File: src/hw/rtl/rlss_pkg.sv
package rlss_pkg;

    localparam int MAX_LEDS    = 8;
    localparam int LED_IDX_W   = $clog2(MAX_LEDS);
    localparam int LED_CNT_W   = 4;
    localparam int KIND_W      = 2;
    localparam int COLOR_W     = 32;
    localparam int BIT_POS_W   = $clog2(COLOR_W);
    localparam int BIT_TICK_W  = 16;
    localparam int TICK_W      = 20;
    localparam int CFG_IDX_W   = 3;
    localparam int CFG_DATA_W  = TICK_W;

    // Reset values of the timing registers
    localparam logic [BIT_TICK_W-1:0] ONE_HIGH_RST  = BIT_TICK_W'(14);
    localparam logic [BIT_TICK_W-1:0] ONE_LOW_RST   = BIT_TICK_W'(12);
    localparam logic [BIT_TICK_W-1:0] ZERO_HIGH_RST = BIT_TICK_W'(7);
    localparam logic [BIT_TICK_W-1:0] ZERO_LOW_RST  = BIT_TICK_W'(16);
    localparam logic [TICK_W-1:0]     RESET_RST     = TICK_W'(1200);
    localparam logic [LED_CNT_W-1:0]  LED_COUNT_RST = LED_CNT_W'(8);

    typedef enum logic [KIND_W-1:0] {
        KIND_WRITE = 2'd0,
        KIND_START = 2'd1,
        KIND_TICK  = 2'd2,
        KIND_NONE  = 2'd3
    } kind_t;

    typedef enum logic [CFG_IDX_W-1:0] {
        CFG_ONE_HIGH  = 3'd0,
        CFG_ONE_LOW   = 3'd1,
        CFG_ZERO_HIGH = 3'd2,
        CFG_ZERO_LOW  = 3'd3,
        CFG_RESET     = 3'd4,
        CFG_LED_COUNT = 3'd5
    } cfg_idx_t;

    typedef enum logic [2:0] {
        PH_IDLE  = 3'd0,
        PH_PRE   = 3'd1,
        PH_HIGH  = 3'd2,
        PH_LOW   = 3'd3,
        PH_LATCH = 3'd4
    } phase_t;

    typedef struct packed {
        logic line_level;
        logic busy_res;
        logic frame_done;
    } result_t;

    function automatic logic [TICK_W-1:0] at_least_one(input logic [TICK_W-1:0] v);
        return (v == '0) ? TICK_W'(1) : v;
    endfunction

endpackage

File: src/hw/rtl/rlss_if.sv
interface rlss_in_if;
    logic                          valid;
    logic                          ready;
    logic [rlss_pkg::KIND_W-1:0]   kind;
    logic [rlss_pkg::LED_IDX_W-1:0] pixel_index;
    logic [rlss_pkg::COLOR_W-1:0]  pixel_color;

    modport source (output valid, kind, pixel_index, pixel_color, input ready);
    modport sink   (input valid, kind, pixel_index, pixel_color, output ready);
endinterface

interface rlss_out_if;
    logic valid;
    logic ready;
    logic line_level;
    logic busy_res;
    logic frame_done;

    modport source (output valid, line_level, busy_res, frame_done, input ready);
    modport sink   (input valid, line_level, busy_res, frame_done, output ready);
endinterface

File: src/hw/rtl/rgbw_led_strip_serializer.sv
// Channel   Dir   Payload                                  Transfer
// in_ch     in    kind, pixel_index, pixel_color           valid & ready
// out_ch    out   line_level, busy_res, frame_done         valid & ready
// cfg       in    cfg_we, cfg_index, cfg_data              cfg_we high
//
// One item per clock while input ready is high; each yields one result.
// The pixel store is a synchronous memory (registered read); its read address
// follows the next state, so the word needed at a start or a word boundary is
// already registered. A two-entry result queue decouples the sides: input
// ready drops only while both entries are held. Reset is asynchronous; the
// store reads as zero until written, tracked by one valid bit per entry.
module rgbw_led_strip_serializer (
    input  logic                                clk,
    input  logic                                rst_n,
    rlss_in_if.sink                             in_ch,
    rlss_out_if.source                          out_ch,
    input  logic                                cfg_we,
    input  logic [rlss_pkg::CFG_IDX_W-1:0]      cfg_index,
    input  logic [rlss_pkg::CFG_DATA_W-1:0]     cfg_data
);
    import rlss_pkg::*;

    // Configuration registers
    logic [BIT_TICK_W-1:0] one_high_reg, one_low_reg, zero_high_reg, zero_low_reg;
    logic [TICK_W-1:0]     reset_ticks_reg;
    logic [LED_CNT_W-1:0]  led_count_reg;

    // Sequencer state
    phase_t                phase_reg, phase_next;
    logic [TICK_W-1:0]     tick_left_reg, tick_left_next;
    logic [BIT_POS_W-1:0]  bit_pos_reg, bit_pos_next;
    logic [LED_IDX_W-1:0]  led_pos_reg, led_pos_next;
    logic [COLOR_W-1:0]    shift_reg, shift_next;

    // Pixel store
    logic [COLOR_W-1:0]    pix_mem [MAX_LEDS];
    logic [MAX_LEDS-1:0]   pix_valid_reg;
    logic [COLOR_W-1:0]    rd_data_reg;
    logic [LED_IDX_W-1:0]  rd_addr;
    logic                  mem_we;

    // Result queue
    result_t               slot0_reg, slot0_next, slot1_reg, slot1_next;
    logic [1:0]            count_reg, count_next;
    result_t               res;

    logic                  in_fire, out_fire;
    logic [LED_CNT_W-1:0]  frame_leds;
    logic [TICK_W-1:0]     tl_dec;
    logic                  cur_bit, new_bit;
    logic [BIT_POS_W-1:0]  bit_pos_dec;

    assign in_ch.ready = (count_reg != 2'd2);
    assign in_fire     = in_ch.valid & in_ch.ready;
    assign out_ch.valid = (count_reg != 2'd0);
    assign out_fire    = out_ch.valid & out_ch.ready;
    assign out_ch.line_level = slot0_reg.line_level;
    assign out_ch.busy_res   = slot0_reg.busy_res;
    assign out_ch.frame_done = slot0_reg.frame_done;

    // Words per frame, clamped to 1..MAX_LEDS
    always_comb
    begin
        if (led_count_reg == '0)
            frame_leds = LED_CNT_W'(1);
        else if (led_count_reg > LED_CNT_W'(MAX_LEDS))
            frame_leds = LED_CNT_W'(MAX_LEDS);
        else
            frame_leds = led_count_reg;
    end

    assign tl_dec      = tick_left_reg - TICK_W'(1);
    assign bit_pos_dec = bit_pos_reg - BIT_POS_W'(1);
    assign cur_bit     = shift_reg[bit_pos_reg];
    assign new_bit     = shift_reg[bit_pos_dec];

    // Configuration writes
    always_ff @(posedge clk or negedge rst_n)
    begin
        if (!rst_n)
        begin
            one_high_reg    <= ONE_HIGH_RST;
            one_low_reg     <= ONE_LOW_RST;
            zero_high_reg   <= ZERO_HIGH_RST;
            zero_low_reg    <= ZERO_LOW_RST;
            reset_ticks_reg <= RESET_RST;
            led_count_reg   <= LED_COUNT_RST;
        end
        else if (cfg_we)
        begin
            unique case (cfg_index)
                CFG_ONE_HIGH:  one_high_reg    <= cfg_data[BIT_TICK_W-1:0];
                CFG_ONE_LOW:   one_low_reg     <= cfg_data[BIT_TICK_W-1:0];
                CFG_ZERO_HIGH: zero_high_reg   <= cfg_data[BIT_TICK_W-1:0];
                CFG_ZERO_LOW:  zero_low_reg    <= cfg_data[BIT_TICK_W-1:0];
                CFG_RESET:     reset_ticks_reg <= cfg_data;
                CFG_LED_COUNT: led_count_reg   <= cfg_data[LED_CNT_W-1:0];
                default: ;
            endcase
        end
    end

    // Next state and the result of the accepted item
    always_comb
    begin
        phase_next     = phase_reg;
        tick_left_next = tick_left_reg;
        bit_pos_next   = bit_pos_reg;
        led_pos_next   = led_pos_reg;
        shift_next     = shift_reg;
        mem_we         = 1'b0;
        res.line_level = (phase_reg == PH_HIGH);
        res.busy_res   = (phase_reg != PH_IDLE);
        res.frame_done = 1'b0;

        if (in_fire)
        begin
            if (kind_t'(in_ch.kind) == KIND_TICK)
            begin
                if (phase_reg != PH_IDLE)
                begin
                    tick_left_next = tl_dec;
                    if (tl_dec == '0)
                    begin
                        unique case (phase_reg)
                            PH_PRE:
                            begin
                                phase_next     = PH_HIGH;
                                tick_left_next = at_least_one(TICK_W'(cur_bit ?
                                                 one_high_reg : zero_high_reg));
                            end
                            PH_HIGH:
                            begin
                                phase_next     = PH_LOW;
                                tick_left_next = at_least_one(TICK_W'(cur_bit ?
                                                 one_low_reg : zero_low_reg));
                            end
                            PH_LOW:
                            begin
                                if (bit_pos_reg != '0)
                                begin
                                    // Advance to the next bit of this word
                                    bit_pos_next   = bit_pos_dec;
                                    phase_next     = PH_HIGH;
                                    tick_left_next = at_least_one(TICK_W'(new_bit ?
                                                     one_high_reg : zero_high_reg));
                                end
                                else if ((LED_CNT_W'(led_pos_reg) + LED_CNT_W'(1))
                                         >= frame_leds)
                                begin
                                    phase_next     = PH_LATCH;
                                    tick_left_next = at_least_one(reset_ticks_reg);
                                    bit_pos_next   = '1;
                                end
                                else
                                begin
                                    // Next word was prefetched from the store
                                    led_pos_next   = led_pos_reg + LED_IDX_W'(1);
                                    shift_next     = rd_data_reg;
                                    bit_pos_next   = '1;
                                    phase_next     = PH_HIGH;
                                    tick_left_next = at_least_one(TICK_W'(
                                                     rd_data_reg[COLOR_W-1] ?
                                                     one_high_reg : zero_high_reg));
                                end
                            end
                            PH_LATCH:
                            begin
                                phase_next     = PH_IDLE;
                                tick_left_next = '0;
                                led_pos_next   = '0;
                                bit_pos_next   = '1;
                                res.frame_done = 1'b1;
                            end
                            default: ;
                        endcase
                    end
                end
            end
            else
            begin
                if (phase_reg == PH_IDLE)
                begin
                    if (kind_t'(in_ch.kind) == KIND_WRITE)
                        mem_we = 1'b1;
                    else if (kind_t'(in_ch.kind) == KIND_START)
                    begin
                        phase_next     = PH_PRE;
                        tick_left_next = at_least_one(reset_ticks_reg);
                        led_pos_next   = '0;
                        bit_pos_next   = '1;
                        shift_next     = rd_data_reg;
                    end
                end
                res.line_level = (phase_next == PH_HIGH);
                res.busy_res   = (phase_next != PH_IDLE);
            end
        end
    end

    // Prefetch: word 0 while idle, otherwise the word after the current one
    assign rd_addr = (phase_next == PH_IDLE) ? '0 : (led_pos_next + LED_IDX_W'(1));

    always_ff @(posedge clk)
    begin
        if (mem_we)
            pix_mem[in_ch.pixel_index] <= in_ch.pixel_color;
        // Forward a same-cycle write; unwritten entries read as zero
        if (mem_we && (in_ch.pixel_index == rd_addr))
            rd_data_reg <= in_ch.pixel_color;
        else if (pix_valid_reg[rd_addr])
            rd_data_reg <= pix_mem[rd_addr];
        else
            rd_data_reg <= '0;
    end

    always_ff @(posedge clk or negedge rst_n)
    begin
        if (!rst_n)
            pix_valid_reg <= '0;
        else if (mem_we)
            pix_valid_reg[in_ch.pixel_index] <= 1'b1;
    end

    always_ff @(posedge clk or negedge rst_n)
    begin
        if (!rst_n)
        begin
            phase_reg     <= PH_IDLE;
            tick_left_reg <= '0;
            bit_pos_reg   <= '1;
            led_pos_reg   <= '0;
            shift_reg     <= '0;
        end
        else
        begin
            phase_reg     <= phase_next;
            tick_left_reg <= tick_left_next;
            bit_pos_reg   <= bit_pos_next;
            led_pos_reg   <= led_pos_next;
            shift_reg     <= shift_next;
        end
    end

    // Result queue: push on input transfer, pop on output transfer
    always_comb
    begin
        slot0_next = slot0_reg;
        slot1_next = slot1_reg;
        count_next = count_reg;
        unique case (count_reg)
            2'd0:
            begin
                if (in_fire)
                begin
                    slot0_next = res;
                    count_next = 2'd1;
                end
            end
            2'd1:
            begin
                if (in_fire && out_fire)
                    slot0_next = res;
                else if (in_fire)
                begin
                    slot1_next = res;
                    count_next = 2'd2;
                end
                else if (out_fire)
                    count_next = 2'd0;
            end
            2'd2:
            begin
                if (out_fire)
                begin
                    slot0_next = slot1_reg;
                    count_next = 2'd1;
                end
            end
            default: count_next = 2'd0;
        endcase
    end

    always_ff @(posedge clk)
    begin
        slot0_reg <= slot0_next;
        slot1_reg <= slot1_next;
    end

    always_ff @(posedge clk or negedge rst_n)
    begin
        if (!rst_n)
            count_reg <= 2'd0;
        else
            count_reg <= count_next;
    end

endmodule

File: src/flat_wrapper.sv
// flat-port wrapper written by rule: the top's interface ports become plain ports
module rgbw_led_strip_serializer_flat import rlss_pkg::*;
  (clk, rst_n, cfg_we, cfg_index, cfg_data, in_ch_valid, in_ch_kind, in_ch_pixel_index, in_ch_pixel_color, in_ch_ready, out_ch_valid, out_ch_line_level, out_ch_busy_res, out_ch_frame_done, out_ch_ready);
  rlss_in_if in_ch_i ();
  rlss_out_if out_ch_i ();
  input  logic clk;
  input  logic rst_n;
  input  logic cfg_we;
  input  logic [rlss_pkg::CFG_IDX_W-1:0] cfg_index;
  input  logic [rlss_pkg::CFG_DATA_W-1:0] cfg_data;
  input wire logic [$bits(in_ch_i.valid)-1:0] in_ch_valid;
  input wire logic [$bits(in_ch_i.kind)-1:0] in_ch_kind;
  input wire logic [$bits(in_ch_i.pixel_index)-1:0] in_ch_pixel_index;
  input wire logic [$bits(in_ch_i.pixel_color)-1:0] in_ch_pixel_color;
  output wire logic [$bits(in_ch_i.ready)-1:0] in_ch_ready;
  output wire logic [$bits(out_ch_i.valid)-1:0] out_ch_valid;
  output wire logic [$bits(out_ch_i.line_level)-1:0] out_ch_line_level;
  output wire logic [$bits(out_ch_i.busy_res)-1:0] out_ch_busy_res;
  output wire logic [$bits(out_ch_i.frame_done)-1:0] out_ch_frame_done;
  input wire logic [$bits(out_ch_i.ready)-1:0] out_ch_ready;
  assign in_ch_i.valid = in_ch_valid;
  assign in_ch_i.kind = in_ch_kind;
  assign in_ch_i.pixel_index = in_ch_pixel_index;
  assign in_ch_i.pixel_color = in_ch_pixel_color;
  assign in_ch_ready = in_ch_i.ready;
  assign out_ch_valid = out_ch_i.valid;
  assign out_ch_line_level = out_ch_i.line_level;
  assign out_ch_busy_res = out_ch_i.busy_res;
  assign out_ch_frame_done = out_ch_i.frame_done;
  assign out_ch_i.ready = out_ch_ready;
  rgbw_led_strip_serializer u_core (.clk(clk), .rst_n(rst_n), .in_ch(in_ch_i), .out_ch(out_ch_i), .cfg_we(cfg_we), .cfg_index(cfg_index), .cfg_data(cfg_data));
endmodule
File: config.mk
export PLATFORM = sky130hd
export DESIGN_NAME = rgbw_led_strip_serializer_flat
export DESIGN_NICKNAME = d
export VERILOG_FILES = /design/src/hw/rtl/rlss_pkg.sv /design/src/hw/rtl/rlss_if.sv /design/src/hw/rtl/rgbw_led_strip_serializer.sv /design/src/flat_wrapper.sv
export SDC_FILE = /design/constraint.sdc
export NUM_CORES = 1
export LEC_CHECK = 0
export ABC_AREA = 0
export BUFFER_PORTS_ARGS = -buffer_cell sky130_fd_sc_hd__buf_4
export CAP_MARGIN = 0
export CORE_MARGIN = 3
export CORE_UTILIZATION = 55
export DETAILED_ROUTE_END_ITERATION = 6
export HOLD_SLACK_MARGIN = 0.05
export PLACE_DENSITY = 0.72
export SLEW_MARGIN = 40
export SYNTH_ARGS = -nofsm -noshare
export SYNTH_HDL_FRONTEND = slang
export SYNTH_SLANG_ARGS = --single-unit
File: constraint.sdc
create_clock -name clk -period 6.7 [get_ports clk]
set_clock_uncertainty 0.2 [all_clocks]
set_input_delay 0.335 -clock clk [delete_from_list [all_inputs] [get_ports clk]]
set_output_delay 0.335 -clock clk [all_outputs]
set_load 0.03 [all_outputs]
# --- Word-level counts from Yosys, hierarchy flattened ---
# Memories as Yosys holds them, arrays and structs flattened.
# Index checks and enable logic that the tools add are counted.
word_totals:
  input_bits: 65
  word_cells: 191
  ramBits: 256
  memories: 1
  output_inout_bits: 5
  ff_bits: 199
mem_list:
  columns: ["memory", "words", "width", "read_ports", "rd_clocked_by_memory_dff", "wr", "line_no", "rtl"]
  rows:
  - ["u_core.pix_mem", 8, 32, 1, 0, 1, "rgbw_led_strip_serializer.sv:36", "logic [COLOR_W-1:0] pix_mem [MAX_LEDS];"]
classes:
  order_cmp: 7
  addsub: 5
  eq_ne: 28
  n_reduce_logical: 34
  n_bitwise: 4
  mux: 92
ops:
  columns: ["cell", "n"]
  rows:
  - ["32-bit 2-to-1 mux", 11]
  - ["20-bit 2-to-1 mux", 13]
  - ["20-bit zero test", 6]
  - ["20-bit case mux with 4 select lines", 1]
  - ["3-bit 2-to-1 mux", 25]
  - ["16-bit 2-to-1 mux", 4]
  - ["5-bit 2-to-1 mux", 7]
  - ["20-bit by 1-bit subtractor with 20-bit output, second input constant", 1]
  - ["3-bit by 2-bit == test with 1-bit output, second input constant", 5]
  - ["1-bit 2-to-1 mux", 14]
  - ["5-bit by 6-bit < comparator with 1-bit output, second input constant", 2]
  - ["2-bit 2-to-1 mux", 6]
  - ["2-bit != test, second input constant", 6]
  - ["3-bit case mux with 4 select lines", 1]
  - ["2-bit AND reduction", 6]
  - ["1-bit binary-select mux with 5-bit select", 2]
  - ["2-bit by 1-bit != test with 1-bit output, second input constant", 5]
  - ["5-bit case mux with 2 select lines", 1]
  - ["3-bit == test, second input constant", 3]
  - ["3-bit zero test", 3]
  - ["3-bit case mux with 3 select lines", 1]
  - ["9-bit AND reduction", 1]
  - ["3-bit nonzero test", 3]
  - ["3-bit by 4-bit < comparator with 1-bit output, second input constant", 2]
  - ["29 further kinds", 41]

# --- Logic depth before layout (Yosys ltp) ---
depth:
  ltp_word: 17
  mapped_depth: 27
  mapped_depth_nobuf: 22

# --- Worst setup path before layout ---
# Ideal clock, no wire load.
synth_timing:
  kind: "register to register"
  from: "register u_core.bit_pos_reg[0] (netlist name)"
  to: "memory u_core.pix_mem[4][0], enable pin"
  n_path_buf: 3
  stages_incl_launch_ff: 14
  arrival_time_ns: 4.981
  required_time_ns: 6.028
  synth_period_minus_slack_ns: 5.653
  setup_ns: 0.472
  setup_slack_ns: 1.047
  path_cell_list: "dfstp_2 -> buf_2 -> buf_2 -> inv_1 -> ha_1 -> nor3b_4 -> nand2b_1 -> a211oi_1 -> o211a_1 -> nand4_1 -> nand2_1 -> buf_2 -> a21o_1 -> a211oi_1"
synth_rtl:
  columns: ["item", "line_no"]
  rows:
  - ["to (decl)", "rgbw_led_strip_serializer.sv:36"]

==> flow_summary.yaml <==
synth:
  synth_seq_cells: 455
  ys_seq_area_share_pct: 56.34
  synth_area_mm2: 0.02230
  netlist_instances: 1861
  avgSynthCellArea_um2: 11.98
  ys_warn_count: 0
  syn-num-nets: 1939
  async_flop_share_pct: 35.38
  synth_edf_count: 262
  ys_types: 81
  synth_flop_cell: "edfxtp_1"
critical_path:
  worstPathArrival_ns: 6.16
  crit_fanout: 33
  worst_path_max_delay_cell: "and3_1"
  crit_path_frequent_cell: "and3_1"
  cpPeakStageDelay_ns: 0.48
  path_class: "reg2reg"
  cp_cell_sequence: "inv_1 > ha_1 > nor3b_2 > nand3_1 > a211oi_2 > and3_1 > and3_1 > and3_1 > a21oi_1 > nor2_1 > a21oi_1 > o21ai_0 > ha_1 > nand2b_1 > a211o_2 > buf_4 > nand3_1 > a31oi_4 > o21a_4 > buf_4"
  start_kind: "register"
  cp.required_ns: 6.77
  endpoint_kind: "register"
route:
  drc: 0
  antenna_left: 0
  drt_iter0_drc: 1778
  dr.pass1.iters: 7
  totalWireLength_mm: 63.15
  vias_per_cell: 6.747
  vias: 16920
  wl_per_cell_um: 25.18
clock_tree:
  cts_tree: "yes"
  cts-root-buf: "clkbuf_16"
  clock_latency_ns: 0.59
  ctsResizeCount: 0
  cts_setup_buffers: 0
  cts_buffers: 49
  path_clk_slew_ns: 0.06
  cts.sinks: 455
  h-tree-depth: 2
  cts_buffer_depth: 3
timing:
  maxSlewHeadroom_pct: 42.60
  finalCriticalPeriod_ns: 6.091
  timing.hold.ws_ns: 0.1527
  setup_viol: 0
  setup_tns_ns: 0
  fin_crit_sh_pct: 90.90
  tightest_slew_ns: 0.8611
  finalHoldViolCount: 0
  grt_setup_unrepaired: "false"
  fmax_mhz: 164.2
  drv_slew: 0
cells_and_area:
  drive_gt1_share_pct: 22.59
  layout_commonest_cell: "edfxtp_1"
  fin_nets: 2022
  layout_common_cells: "edfxtp_1 (262), dfrtp_1 (142), mux2_2 (120)"
  multiInputGateArea_mm2: 0.009146
  largest_reg_flops: 256
  register_area_mm2: 0.01256
  final_cell_area_mm2: 0.02570
  area_growth_pct: 15.29
  fillCellCount: 2995
  num_antenna_cells: 0
power:
  vdd_drop_max_mv: 0.2383
  finalPower_mw: 7.930
  p_leak_nw: 9.735
  power.density_mw_per_mm2: 308.5
place:
  place_area_mm2: 0.02340
  gp_congestion: 0.9400
  port_buffers: 69
  dpl.hpwl_mm: 38.61
floorplan:
  start_util_pct: 55.86
  die_x_um: 207.3
  dieArea_mm2: 0.04299
  num_rows: 73
  io_pins: 70
  core_mm2: 0.03991
  die_h_um: 207.3
grt:
  grt_max_degree: 87
  grt_pass1_vias: 16860
  grt_first_pass_wirelength_mm: 98.19
  grtUsageTotal_pct: 28.77
  antenna_found_initial: 0
  globalRoute.totalOverflow: 0
flow_run:
  cap_violations: 0
run_status:
  status: "complete, no violations"
min_path:
  hold_path.class: "in2async"
[synthesized netlist by cell type (all sizes together), types with 13 or more instances]
cell type / count / area share, %
o22ai: 19 / 0.53
or4: 65 / 2.2
o221ai: 17 / 0.67
nor3: 29 / 0.72
nand4: 78 / 2.2
o211ai: 39 / 1.3
mux4: 20 / 2.0
nand3: 61 / 1.4
nand2: 114 / 1.9
a21oi: 112 / 2.5
nor2: 67 / 1.1
o31ai: 34 / 1.8
inv: 17 / 0.29
dfrtp: 142 / 16
ha: 13 / 0.73
mux2i: 54 / 2.5
and3: 43 / 1.2
mux2: 138 / 7.0
buf: 45 / 1.3
nand2b: 45 / 1.3
dfstp: 19 / 2.2
clkbuf: 107 / 1.8
dfxtp: 32 / 2.9
a31oi: 41 / 1.2
nor4: 29 / 0.95
o21ai: 80 / 1.8
a211o: 36 / 1.4
edfxtp: 262 / 35
[worst max-delay path: cells and delay by family (launching register included)]
family                     cells  cell delay [ns]
and+or+nand+nor                8             2.11
buffers and inverters          3             0.88
adders and majority gates      2             0.52
AOI/OAI and AO/OA              7             1.61
DFF                            1             0.46
[per-stage QoR]
step | cells | utilization [%] | setup slack (ns)
6_report | 2508 | 64.40 | 0.6095
5_1_grt | 2508 | 64.40 | 0.2917
4_1_cts | 2505 | 64.26 | 0.7336
3_5_place_dp | 2357 | 58.63 | 0.7161
2_1_floorplan | 1861 | - | 1.047
3_3_place_gp | 2354 | 58.51 | 0.9163
[layout make-up]
type | count | area share [%]
repair buffers | 184 | 6.231
inverters | 18 | 0.2629
flip-flops and latches | 455 | 48.87
clock inverters | 30 | 1.358
well taps | 525 | 2.556
clock buffers | 60 | 5.136
multi-input cells | 1236 | 35.58
[metal layers]
metal  GRT usage [%]  wire (µm)
met1           40.34      25630
met3           4.549       5757
met4           11.63       2197
met2           45.34      29570
met5               0          0
[path summary, 6_finish.rpt]
path	start	to	slack (ns)	depth (start not counted)
max	u_core.tick_left_reg[0]$_DFFE_PN0P_	u_core.pix_mem[0][20]$_DFFE_PP_	0.61	20
min in group clk	cfg_index[0]	u_core.led_count_reg[2]$_DFFE_PN0P_	0.18	3
max reg2reg	u_core.tick_left_reg[0]$_DFFE_PN0P_	u_core.pix_mem[0][20]$_DFFE_PP_	0.61	20
min	rst_n	u_core.count_reg[1]$_DFFE_PN0P_	0.15	2
min reg2reg	u_core.rd_data_reg[22]$_DFF_P_	u_core.shift_reg[22]$_DFFE_PN0P_	0.24	1
max in group asynchronous	rst_n	u_core.one_high_reg[15]$_DFFE_PN0P_	4.92	3
[kinds of logic (layout without fill, tap and decap cells)]
logic type | Yosys count | in the layout | share of synthesized area [%]
buf+inv | 170 | 292 | 3.401
flops | 455 | 455 | 56.34
xor+xnor | 13 | 13 | 0.5107
fa+ha+maj | 13 | 13 | 0.7296
mux | 212 | 212 | 11.45
simple gates | 579 | 579 | 14.55
compound gates | 419 | 419 | 13.03
[power by group]
group          switching (mW)  total [mW]  internal (mW)
clock network            1.15        2.80           1.65
logic                   0.771        1.46          0.694
registers               0.371        3.67           3.30
total                    2.29        7.93           5.64
[repair_timing]
action / 4_1_cts / 5_1_grt
endpoints found under the setup margin: 0 / 0
hold buffers: 58 / 0
endpoints found under the hold margin: 460 / 0
No activity file was read; power rests on OpenSTA's default activity.
